### config.mk
export PLATFORM = sky130hd
export DESIGN_NAME = shell_word_splitter_core
export DESIGN_NICKNAME = d
export VERILOG_FILES = /design/src/rtl/swsplit_pkg.sv /design/src/rtl/swsplit_step.sv /design/src/rtl/swsplit_rq.sv /design/src/rtl/shell_word_splitter_core.sv
export VERILOG_INCLUDE_DIRS = /design/src /design/src/rtl
export SDC_FILE = /design/constraint.sdc
export NUM_CORES = 1
export LEC_CHECK = 0
export BUFFER_PORTS_ARGS = -buffer_cell sky130_fd_sc_hd__buf_2
export CAP_MARGIN = 20
export CORE_AREA = 2 2 115 128
export CTS_CLUSTER_DIAMETER = 30
export DETAILED_ROUTE_END_ITERATION = 6
export DIE_AREA = 0 0 117 130
export PLACE_DENSITY = 0.66
export SLEW_MARGIN = 10
export SYNTH_ARGS = -nofsm -noshare
export SYNTH_HDL_FRONTEND = slang
export SYNTH_HIERARCHICAL = 1
export SYNTH_SLANG_ARGS = --single-unit
### constraint.sdc
create_clock -name clk_i -period 4.2 [get_ports clk_i]
set_input_delay 0.42 -clock clk_i [delete_from_list [all_inputs] [get_ports clk_i]]
set_output_delay 0.42 -clock clk_i [all_outputs]
set_load 0.02 [all_outputs]
### src/rtl/shell_word_splitter_core_macros.svh
// Assertion macros for the shell word splitter RTL.
`ifndef SHELL_WORD_SPLITTER_CORE_MACROS_SVH
`define SHELL_WORD_SPLITTER_CORE_MACROS_SVH

// Check a property on every clock edge while out of reset.
`define SWS_ASSERT(lbl, prop, msg) \
  lbl: assert property (@(posedge clk_i) disable iff (!rst_ni) (prop)) else $error(msg);

// Check a property on every clock edge, reset included.
`define SWS_ASSERT_ALWAYS(lbl, prop, msg) \
  lbl: assert property (@(posedge clk_i) (prop)) else $error(msg);

`endif

### src/rtl/swsplit_pkg.sv
`timescale 1ns / 1ps

package swsplit_pkg;

  // Quote context stack sizing
  localparam int QUOTE_DEPTH = 16;
  localparam int CNT_W       = $clog2(QUOTE_DEPTH + 1);
  localparam int IDX_W       = $clog2(QUOTE_DEPTH);

  // Result queue sizing (two slots free are needed to take an item)
  localparam int RQ_DEPTH = 4;
  localparam int RQ_PW    = $clog2(RQ_DEPTH);
  localparam int RQ_CW    = $clog2(RQ_DEPTH + 1);

  // Byte constants
  localparam logic [7:0] CH_LPAREN = 8'h28;
  localparam logic [7:0] CH_RPAREN = 8'h29;
  localparam logic [7:0] CH_BSL    = 8'h5C;
  localparam logic [7:0] CH_SQ     = 8'h27;
  localparam logic [7:0] CH_DQ     = 8'h22;
  localparam logic [7:0] CH_SEMI   = 8'h3B;
  localparam logic [7:0] CH_NL     = 8'h0A;
  localparam logic [7:0] CH_HASH   = 8'h23;
  localparam logic [7:0] CH_DOLLAR = 8'h24;
  localparam logic [7:0] CH_SPACE  = 8'h20;
  localparam logic [7:0] CH_TAB    = 8'h09;
  localparam logic [7:0] CH_VT     = 8'h0B;
  localparam logic [7:0] CH_FF     = 8'h0C;
  localparam logic [7:0] CH_CR     = 8'h0D;

  typedef enum logic [1:0] {
    CTX_BSL   = 2'd0,
    CTX_SQ    = 2'd1,
    CTX_DQ    = 2'd2,
    CTX_PAREN = 2'd3
  } ctx_e;

  typedef enum logic [2:0] {
    KIND_BYTE = 3'd0,
    KIND_EOW  = 3'd1,
    KIND_SEP  = 3'd2,
    KIND_ERR  = 3'd3,
    KIND_DONE = 3'd4
  } kind_e;

  typedef enum logic {
    ERR_BRACKET = 1'b0,
    ERR_DEPTH   = 1'b1
  } err_e;

  typedef enum logic {
    ACT_BYTE  = 1'b0,
    ACT_FLUSH = 1'b1
  } action_e;

  typedef struct packed {
    kind_e      kind;
    logic [7:0] out_char;
    err_e       error_code;
    logic       last;
  } result_t;

  typedef struct packed {
    logic in_comment;
    logic skip_space;
    logic after_dollar;
    logic word_nonempty;
    logic failed;
  } flags_t;

  localparam flags_t FLAGS_RST = '{
    in_comment:    1'b0,
    skip_space:    1'b1,
    after_dollar:  1'b0,
    word_nonempty: 1'b0,
    failed:        1'b0
  };

  localparam result_t RESULT_NONE = '{
    kind:       KIND_BYTE,
    out_char:   8'h00,
    error_code: ERR_BRACKET,
    last:       1'b0
  };

endpackage

### src/rtl/swsplit_step.sv
`timescale 1ns / 1ps

module swsplit_step (
  input  logic                             action_i,
  input  logic [7:0]                       ch_i,
  input  swsplit_pkg::flags_t              flags_i,
  input  logic [swsplit_pkg::CNT_W-1:0]    cnt_i,
  input  swsplit_pkg::ctx_e                top_i,
  output swsplit_pkg::flags_t              flags_o,
  output logic [swsplit_pkg::CNT_W-1:0]    cnt_o,
  output logic                             push_o,
  output swsplit_pkg::ctx_e                push_ctx_o,
  output swsplit_pkg::result_t             res0_o,
  output swsplit_pkg::result_t             res1_o,
  output logic [1:0]                       res_n_o
);
  import swsplit_pkg::*;

  logic full;
  logic is_blank;
  logic is_quote;
  ctx_e quote_ctx;

  assign full     = (cnt_i == CNT_W'(QUOTE_DEPTH));
  assign is_blank = (ch_i == CH_SPACE) || (ch_i == CH_TAB) || (ch_i == CH_VT) ||
                    (ch_i == CH_FF) || (ch_i == CH_CR);
  assign is_quote = (ch_i == CH_BSL) || (ch_i == CH_SQ) || (ch_i == CH_DQ);
  assign quote_ctx = (ch_i == CH_BSL) ? CTX_BSL : (ch_i == CH_SQ) ? CTX_SQ : CTX_DQ;

  // Work out the next state and up to two results for one item
  always_comb begin
    logic need_push;
    logic pop;
    ctx_e nctx;
    flags_o    = flags_i;
    cnt_o      = cnt_i;
    push_o     = 1'b0;
    push_ctx_o = CTX_BSL;
    res0_o     = RESULT_NONE;
    res1_o     = RESULT_NONE;
    res_n_o    = 2'd0;
    need_push  = 1'b0;
    pop        = 1'b0;
    nctx       = CTX_BSL;

    if (action_i == ACT_FLUSH) begin
      // Flush the open word, report done, return to reset
      if (!flags_i.failed && flags_i.word_nonempty) begin
        res0_o.kind = KIND_EOW;
        res1_o.kind = KIND_DONE;
        res_n_o     = 2'd2;
      end else begin
        res0_o.kind = KIND_DONE;
        res_n_o     = 2'd1;
      end
      flags_o = FLAGS_RST;
      cnt_o   = '0;
    end else if (flags_i.failed) begin
      // Drop bytes until end of command
    end else if (flags_i.in_comment) begin
      flags_o.in_comment = (ch_i != CH_NL);
      flags_o.skip_space = 1'b1;
    end else if (cnt_i != '0) begin
      // Inside a quoting context: keep every byte unless a push would overflow the stack
      unique case (top_i)
        CTX_PAREN: begin
          if (ch_i == CH_RPAREN) begin
            pop = 1'b1;
          end else if (is_quote) begin
            need_push = 1'b1;
            nctx      = quote_ctx;
          end
        end
        CTX_BSL: pop = 1'b1;
        CTX_DQ: begin
          if (ch_i == CH_DQ) begin
            pop = 1'b1;
          end else if (flags_i.after_dollar && ch_i == CH_LPAREN) begin
            need_push = 1'b1;
            nctx      = CTX_PAREN;
          end
        end
        CTX_SQ: pop = (ch_i == CH_SQ);
        default: pop = 1'b0;
      endcase
      if (need_push && full) begin
        flags_o.failed    = 1'b1;
        res0_o.kind       = KIND_ERR;
        res0_o.error_code = ERR_DEPTH;
        res_n_o           = 2'd1;
      end else begin
        if (need_push) begin
          push_o     = 1'b1;
          push_ctx_o = nctx;
          cnt_o      = cnt_i + CNT_W'(1);
        end else if (pop) begin
          cnt_o = cnt_i - CNT_W'(1);
        end
        if (top_i == CTX_DQ) begin
          flags_o.after_dollar = (ch_i == CH_DOLLAR);
        end
        flags_o.word_nonempty = 1'b1;
        res0_o.kind           = KIND_BYTE;
        res0_o.out_char       = ch_i;
        res_n_o               = 2'd1;
      end
    end else if (ch_i == CH_NL || ch_i == CH_SEMI) begin
      // Statement separator, always preceded by an end of word
      res0_o.kind           = KIND_EOW;
      res1_o.kind           = KIND_SEP;
      res_n_o               = 2'd2;
      flags_o.word_nonempty = 1'b0;
      flags_o.skip_space    = 1'b1;
    end else if (ch_i == CH_RPAREN) begin
      flags_o.failed    = 1'b1;
      res0_o.kind       = KIND_ERR;
      res0_o.error_code = ERR_BRACKET;
      res_n_o           = 2'd1;
    end else if (is_quote && full) begin
      flags_o.failed    = 1'b1;
      res0_o.kind       = KIND_ERR;
      res0_o.error_code = ERR_DEPTH;
      res_n_o           = 2'd1;
    end else begin
      if (is_quote) begin
        push_o     = 1'b1;
        push_ctx_o = quote_ctx;
        cnt_o      = cnt_i + CNT_W'(1);
      end
      if (is_blank) begin
        if (!flags_i.skip_space) begin
          res0_o.kind           = KIND_EOW;
          res_n_o               = 2'd1;
          flags_o.word_nonempty = 1'b0;
        end
        flags_o.skip_space = 1'b1;
      end else begin
        flags_o.skip_space = 1'b0;
        if (ch_i == CH_HASH && !flags_i.word_nonempty) begin
          flags_o.in_comment = 1'b1;
        end else begin
          flags_o.word_nonempty = 1'b1;
          flags_o.after_dollar  = (ch_i == CH_DOLLAR);
          res0_o.kind           = KIND_BYTE;
          res0_o.out_char       = ch_i;
          res_n_o               = 2'd1;
        end
      end
    end

    // Mark the final result of this item
    res0_o.last = (res_n_o == 2'd1);
    res1_o.last = (res_n_o == 2'd2);
  end

endmodule

### src/rtl/swsplit_rq.sv
`timescale 1ns / 1ps

module swsplit_rq (
  input  logic                 clk_i,
  input  logic                 rst_ni,
  input  logic [1:0]           wr_n_i,
  input  swsplit_pkg::result_t wr0_i,
  input  swsplit_pkg::result_t wr1_i,
  output logic                 room_o,
  output logic                 valid_o,
  input  logic                 ready_i,
  output swsplit_pkg::result_t data_o
);
  import swsplit_pkg::*;

  result_t          ent_q [RQ_DEPTH];
  logic [RQ_PW-1:0] wr_ptr_q, wr_ptr_d, wr_ptr_p1;
  logic [RQ_PW-1:0] rd_ptr_q, rd_ptr_d;
  logic [RQ_CW-1:0] cnt_q, cnt_d;
  logic             pop;

  assign valid_o   = (cnt_q != '0);
  assign data_o    = ent_q[rd_ptr_q];
  assign pop       = valid_o && ready_i;
  assign room_o    = (cnt_q <= RQ_CW'(RQ_DEPTH - 2));
  assign wr_ptr_p1 = wr_ptr_q + RQ_PW'(1);

  // Advance pointers and fill level
  always_comb begin
    wr_ptr_d = wr_ptr_q + RQ_PW'(wr_n_i);
    rd_ptr_d = pop ? rd_ptr_q + RQ_PW'(1) : rd_ptr_q;
    cnt_d    = cnt_q + RQ_CW'(wr_n_i) - RQ_CW'(pop);
  end

  always_ff @(posedge clk_i or negedge rst_ni) begin
    if (!rst_ni) begin
      wr_ptr_q <= '0;
      rd_ptr_q <= '0;
      cnt_q    <= '0;
    end else begin
      wr_ptr_q <= wr_ptr_d;
      rd_ptr_q <= rd_ptr_d;
      cnt_q    <= cnt_d;
    end
  end

  // Store up to two results per cycle
  always_ff @(posedge clk_i) begin
    if (wr_n_i != 2'd0) begin
      ent_q[wr_ptr_q] <= wr0_i;
    end
    if (wr_n_i == 2'd2) begin
      ent_q[wr_ptr_p1] <= wr1_i;
    end
  end

endmodule

### src/rtl/shell_word_splitter_core.sv
`timescale 1ns / 1ps
// Channel  Direction  Handshake                  Payload
// in       input      in_valid_i / in_ready_o    action_i, ch_i
// out      output     out_valid_o / out_ready_i  kind_o, out_char_o, error_code_o, last_o
//
// An item is decoded in the cycle it transfers; its results, up to two, are
// registered in a four-entry result queue and reach the output from there.
// Input takes one item per cycle while two queue slots are free; the output
// drains one result per cycle while out_ready_i is high, which paces two-result items.
// Reset clears the context stack count and flags; the stack entries need no clear.
// A stalled output holds the queue; input stalls once three results are waiting.

module shell_word_splitter_core (
  input  logic       clk_i,
  input  logic       rst_ni,
  input  logic       in_valid_i,
  output logic       in_ready_o,
  input  logic       action_i,
  input  logic [7:0] ch_i,
  output logic       out_valid_o,
  input  logic       out_ready_i,
  output logic [2:0] kind_o,
  output logic [7:0] out_char_o,
  output logic       error_code_o,
  output logic       last_o
);
  import swsplit_pkg::*;

`include "shell_word_splitter_core_macros.svh"

  flags_t           flags_q, flags_d;
  logic [CNT_W-1:0] cnt_q, cnt_d, cnt_m1;
  ctx_e             stack_q [QUOTE_DEPTH];
  ctx_e             top_ctx;
  ctx_e             push_ctx;
  logic             push;
  logic             accept;
  result_t          res0, res1, out_res;
  logic [1:0]       res_n, wr_n;
  logic             room;

  assign accept  = in_valid_i && in_ready_o;
  assign cnt_m1  = cnt_q - CNT_W'(1);
  assign top_ctx = (cnt_q == '0) ? CTX_BSL : stack_q[cnt_m1[IDX_W-1:0]];

  // Decode one item against the current state
  swsplit_step u_step (
    .action_i   (action_i),
    .ch_i       (ch_i),
    .flags_i    (flags_q),
    .cnt_i      (cnt_q),
    .top_i      (top_ctx),
    .flags_o    (flags_d),
    .cnt_o      (cnt_d),
    .push_o     (push),
    .push_ctx_o (push_ctx),
    .res0_o     (res0),
    .res1_o     (res1),
    .res_n_o    (res_n)
  );

  // Update state on each transfer
  always_ff @(posedge clk_i or negedge rst_ni) begin
    if (!rst_ni) begin
      flags_q <= FLAGS_RST;
      cnt_q   <= '0;
    end else if (accept) begin
      flags_q <= flags_d;
      cnt_q   <= cnt_d;
    end
  end

  // Push a new context on top of the stack
  always_ff @(posedge clk_i) begin
    if (accept && push) begin
      stack_q[cnt_q[IDX_W-1:0]] <= push_ctx;
    end
  end

  assign wr_n = accept ? res_n : 2'd0;

  // Queue results toward the output
  swsplit_rq u_rq (
    .clk_i   (clk_i),
    .rst_ni  (rst_ni),
    .wr_n_i  (wr_n),
    .wr0_i   (res0),
    .wr1_i   (res1),
    .room_o  (room),
    .valid_o (out_valid_o),
    .ready_i (out_ready_i),
    .data_o  (out_res)
  );

  assign in_ready_o   = room;
  assign kind_o       = out_res.kind;
  assign out_char_o   = out_res.out_char;
  assign error_code_o = out_res.error_code;
  assign last_o       = out_res.last;

  `SWS_ASSERT(a_cnt_bound, cnt_q <= CNT_W'(QUOTE_DEPTH), "context count beyond depth")
  `SWS_ASSERT(a_failed_silent, (accept && action_i == ACT_BYTE && flags_q.failed) |-> (res_n == 2'd0), "result after failure")
  `SWS_ASSERT(a_flush_reset, (accept && action_i == ACT_FLUSH) |=> (cnt_q == '0 && flags_q == FLAGS_RST), "state not reset after end of command")

endmodule
# == After elaboration in Yosys (flattened, before gate mapping) ==
# Memory sizes are Yosys's and may differ from the RTL's.
# Cells that the tools add are included.
# totals
ff_bits,17
ram_bits,84
inputBits,13
word_cells,207
n_memories,2
# classes
add_sub_neg,7
order_cmp,1
eq_ne,39
mux,121
n_reduce_logical,28
# memory_table
memory,depth,word_bits,read_ports,rd_clocked_by_memory_dff,wr,line_no,source
u_rq.ent_q,4,13,1,0,2,swsplit_rq.sv:16,result_t ent_q [RQ_DEPTH];
stack_q,16,2,1,0,1,shell_word_splitter_core.sv:33,ctx_e stack_q [QUOTE_DEPTH];
# op_table
cell,count
2-to-1 mux 5 bit,13
equality test 8 x 6 -> 1 bit (second input constant),8
2-to-1 mux 2 bit,31
2-to-1 mux 1 bit,49
equality test 8 x 4 -> 1 bit (second input constant),5
2-to-1 mux 8 bit,5
2-to-1 mux 3 bit,13
2-to-1 mux 12 bit,3
2-to-1 mux 9 bit,2
inequality test 3 x 2 -> 1 bit (second input constant),4
inequality test 3 bit (second input constant),4
AND reduction 10 bit,1
AND reduction 9 bit,1
equality test 2 bit (second input constant),4
equality test 8 x 7 -> 1 bit (second input constant),1
logical AND 1 bit,8
2-to-1 mux 4 bit,2
inequality test 4 x 3 -> 1 bit (second input constant),2
inequality test 4 bit (second input constant),2
inequality test 8 x 4 -> 1 bit (second input constant),1
AND reduction 8 bit,1
logical OR 1 bit,7
nonzero test 3 bit,2
adder 5 x 1 -> 5 bit (second input constant),1
22 further kinds,26

# == Logic depth before layout (Yosys ltp) ==
# logic_depth
word_depth,19
ltp_mapped,17
depth_no_buf,16

# == By module ==
# Netlist, hierarchy kept.
# by_module_without_submodules
module,n_inst,cells_per_inst,area_each_um2
swsplit_rq,1,167,3126.7
shell_word_splitter_core,1,113,1844.3
swsplit_step,1,186,1209.9

# == Worst setup path before layout ==
# Ideal clock, no wire load.
# synth_timing
path_kind,register -> register
from,register cnt_q[0] (netlist name)
to,"memory stack_q[0][0] (netlist bit), enable pin"
arrival_ps,4015
setup_slack_ps,-143
stages_incl_launch_ff,17
path_buffers,2
synth_period_minus_slack_ps,4343
path_cell_list,dfrtp_1 > buf_2 > inv_2 > ha_1 > xor2_2 > mux4_1 > mux2i_1 > o2bb2ai_1 > or4b_2 > nor4_1 > buf_2 > or2_2 > o21ai_0 > nor3_1 > and3_1 > nand2_1 > nor3_1
# synth_rtl
element,line_no
"end, declared",shell_word_splitter_core.sv:33

==> reports/results.ini <==
[run_status]
status=finished clean

[die]
row_count=46
boundaryPins=28
dieWidth_um=117
core-area_um2=14100
die_area_um2=15200
die_h_um=130
start_util_pct=43.8

[min_path]
hold_path_depth=3
hp-start=out_ready_i
hp-class=primary input to flop

[critical_path]
cp-start-kind=flop
critPathKind=flop to flop
r2r-start=cnt_q[0]
critPathLaunch=cnt_q[0]
cp-end-kind=flop
rr_worst_depth=14
cp_data_required_time_ns=4.25
worstPathArrival_ns=3.98
cp_max_fo=4

[synthesis]
synth-async-reset-ratio_pct=16.8
synth_seq_cells=101
yosys_warnings=6
yosys_most_used_dff=edfxtp_1
synth-seq-area-share_pct=47.7
avgSynthCellArea_um2=13.3
syn_inst=466
yosysUniqueCellTypes=81
synth_area_um2=6180
synth_enable_flop_cells=84

[global_route]
grt_pass1_wl_um=21100
grt_overflow=0
antenna_found_initial=0
grt_pass1_vias=4058
grt_max_degree=21
grt_usage_pct=18.4

[sta]
fin_crit_ns=3.93
hold_viol_final=0
max_clock_freq_ghz=0.255
worstMarginPinSlew_ns=0.949
rsz0062_at_grt=false
min_period_over_period_pct=93.5
skew_ns=0.00651
slew_viol_final=0
slew-limit-headroom_pct=36.7
final-setup-viol-count=0
fin_ws_ns=0.274

[placed_design]
place_ws_ns=-0.0187
gp_congestion=0.885
hpwlAfterDp_um=9220
port_buffers=27

[clock_network]
ctsHtreeMaxLevel=3
insertion_delay_ns=0.36
clkSlewWorstSetupHoldPaths_ns=0.07
numCtsBuffers=9
clock-root-buffer=clkbuf_16
clkSinkCount=101
cts.path.max_buffers=2
tritoncts=built

[final_layout]
syn_to_final_growth_pct=13.1
multi_input_area_um2=3090
n_fill_cell=1217
ff_latch_area_um2=2950
drive_above_1_share_pct=38.6
fin_nets=532
antennaDiodeCount=0

[detailed_routing]
drt-initial-drc-count=395
dr.pass1.iters=6
drt-total-wl_um=13300
antenna_left=0
viasPerCell=5.67
vias=3989
drcViolationCount=0
wl_per_cell_um=18.9

[power]
clkPwrFrac_pct=18.2
seqPwrFrac_pct=31.8
p_sw_share_pct=38.5
internal-power_w=0.00291
leakage_nw=2.48
power.share.combinational_pct=50.0
switchingPower_w=0.00182
powerDensity_nw_per_um2=676
peakVddDrop_v=0.000269
total_power_w=0.00473

[run]
cap_violations=0

cells in the mapped netlist, drive strengths merged, types with 3 or more instances:
cell    instances  area (um^2)
o31ai           5         37.5
xor2            3         33.8
nor4            3         18.8
dfrtp          16          400
or4b            5         53.8
edfxtp         84         2520
mux2           66          852
o31a            3         27.5
buf            29          235
o22ai           3         18.8
nor3           17         85.1
inv            18         67.6
and3            6         37.5
nor2           27          101
nand3           7         35.0
or2             8         50.1
xnor2           4         35.0
and2            8         51.3
mux4           21          488
a21oi          14         70.1
o21a            5         37.5
ha             12          150
nand2          22         82.6
nand2b          8         50.1
and4bb          4         53.8
o21ai          12         60.1
mux2i           3         30.0
or3             5         33.8
clkbuf          4         15.0
nand4           3         18.8
cell type report:
class	instances	share of cell area (%)
Multi-Input combinational cell	323	44.2
Sequential cell	101	42.2
Timing Repair Buffer	53	4.82
Tap cell	192	3.44
Clock buffer	9	3.22
Clock inverter	7	1.18
Inverter	18	0.967
stage by stage:
step	hold WS, ns	setup TNS, ns	util (%)	instance area [um^2]	instances
floorplan	0.124	-0.428	-	6220	475
global placement	0.360	0	46.3	6530	685
detailed placement	0.364	-0.0864	46.3	6530	685
CTS	0.390	0	48.8	6880	702
global route	0.415	0	49.6	6990	703
finish	0.400	0	49.6	6990	703
registers in the layout, summed over array words and instances, names as in the netlist:
register	flops
cnt_q	5
flags_q	5
stack_q	32
u_rq/cnt_q	3
u_rq/ent_q	52
u_rq/rd_ptr_q	2
u_rq/wr_ptr_q	2
what timing repair did:
item / in CTS / in global routing
resized for setup: 7 / 29
hold buffers: 1 / 0
pin swaps: 0 / 6
hold endpoints to repair: 16 / 0
setup endpoints to repair: 21 / 60
setup buffers: 0 / 1
critical path: stages, from the launching register on:
cell and delay (ns):
dfrtp_1 0.40, inv_2 0.09, ha_4 0.16, xor2_4 0.20
mux4_1 0.56, mux2i_1 0.19, o2bb2ai_1 0.11, or4b_4 0.51
nor4_4 0.28, or2_4 0.18, o21ai_1 0.09, nor3_1 0.23
and3_4 0.27, nand2_1 0.16, nor3_2 0.19
logic make-up (layout without fill, tap and decap cells):
family | count (synthesis) | count (layout) | synth area share (%)
AO/OA/AOI/OAI | 65 | 65 | 7.37
XOR/XNOR | 7 | 7 | 1.11
adder cells (fa/ha/maj) | 13 | 13 | 2.75
buffers and inverters | 51 | 87 | 5.14
flip-flops | 101 | 101 | 47.7
multiplexers | 90 | 90 | 22.2
other | 1 | 10 | 0.0607
AND/OR/NAND/NOR | 138 | 138 | 13.7
placed cells by master (no fill, tap or decap), types with 3 or more instances in the layout:
master | netlist | routed
nand2b_1 | 8 | 8
o21a_1 | 5 | 4
edfxtp_1 | 84 | 84
mux2_1 | 9 | 9
nand2_1 | 22 | 19
mux4_2 | 17 | 18
ha_1 | 12 | 11
nand3_1 | 7 | 7
nor2_1 | 27 | 16
buf_2 | 7 | 27
nand4_1 | 3 | 3
and2_1 | 7 | 7
or2_2 | 7 | 6
and3_1 | 6 | 5
a21oi_1 | 14 | 14
o21ai_0 | 12 | 11
o22ai_1 | 3 | 3
buf_4 | 14 | 24
inv_1 | 17 | 16
mux2_2 | 28 | 28
mux2i_1 | 3 | 3
or3_1 | 3 | 3
nor3_4 | 0 | 3
o31ai_1 | 5 | 4
dfrtp_1 | 16 | 16
mux4_1 | 4 | 3
conb_1 | 1 | 10
nand2_2 | 0 | 3
nor3_1 | 17 | 13
nor2_2 | 0 | 10
xnor2_1 | 4 | 4
clkbuf_16 | 0 | 9
mux2_4 | 29 | 29
power groups by stage:
stage | sequential, W | clock, W | combinational, W
3_3_place_gp | 0.00151 | 0 | 0.00221
4_1_cts | 0.00150 | 0.000880 | 0.00226
6_report | 0.00150 | 0.000859 | 0.00237
5_1_grt | 0.00153 | 0.000911 | 0.00256
2_1_floorplan | 0.00141 | 0 | 0.00175
3_5_place_dp | 0.00152 | 0 | 0.00225
path summary, 6_finish.rpt:
path                                          to  slack, ns
worst min-delay path            u_rq/rd_ptr_q[1]       0.40
max in group asynchronous             flags_q[3]       3.38
worst max-delay path               stack_q[2][0]       0.27
min in group asynchronous          u_rq/cnt_q[1]       0.51
worst min register to register     u_rq/cnt_q[2]       0.54
worst max register to register     stack_q[2][0]       0.27
per-layer routing:
| layer | track usage (%) | vias to the layer above | share of wire [%] |
|---|---|---|---|
| li1 | - | 1853 | - |
| met1 | 21.0 | 1983 | 40 |
| met2 | 33.6 | 119 | 53 |
| met3 | 3.11 | 34 | 3.6 |
| met4 | 8.03 | 0 | 2.9 |
| met5 | 0 | - | 0 |
Power figures use the tool's default switching activity.
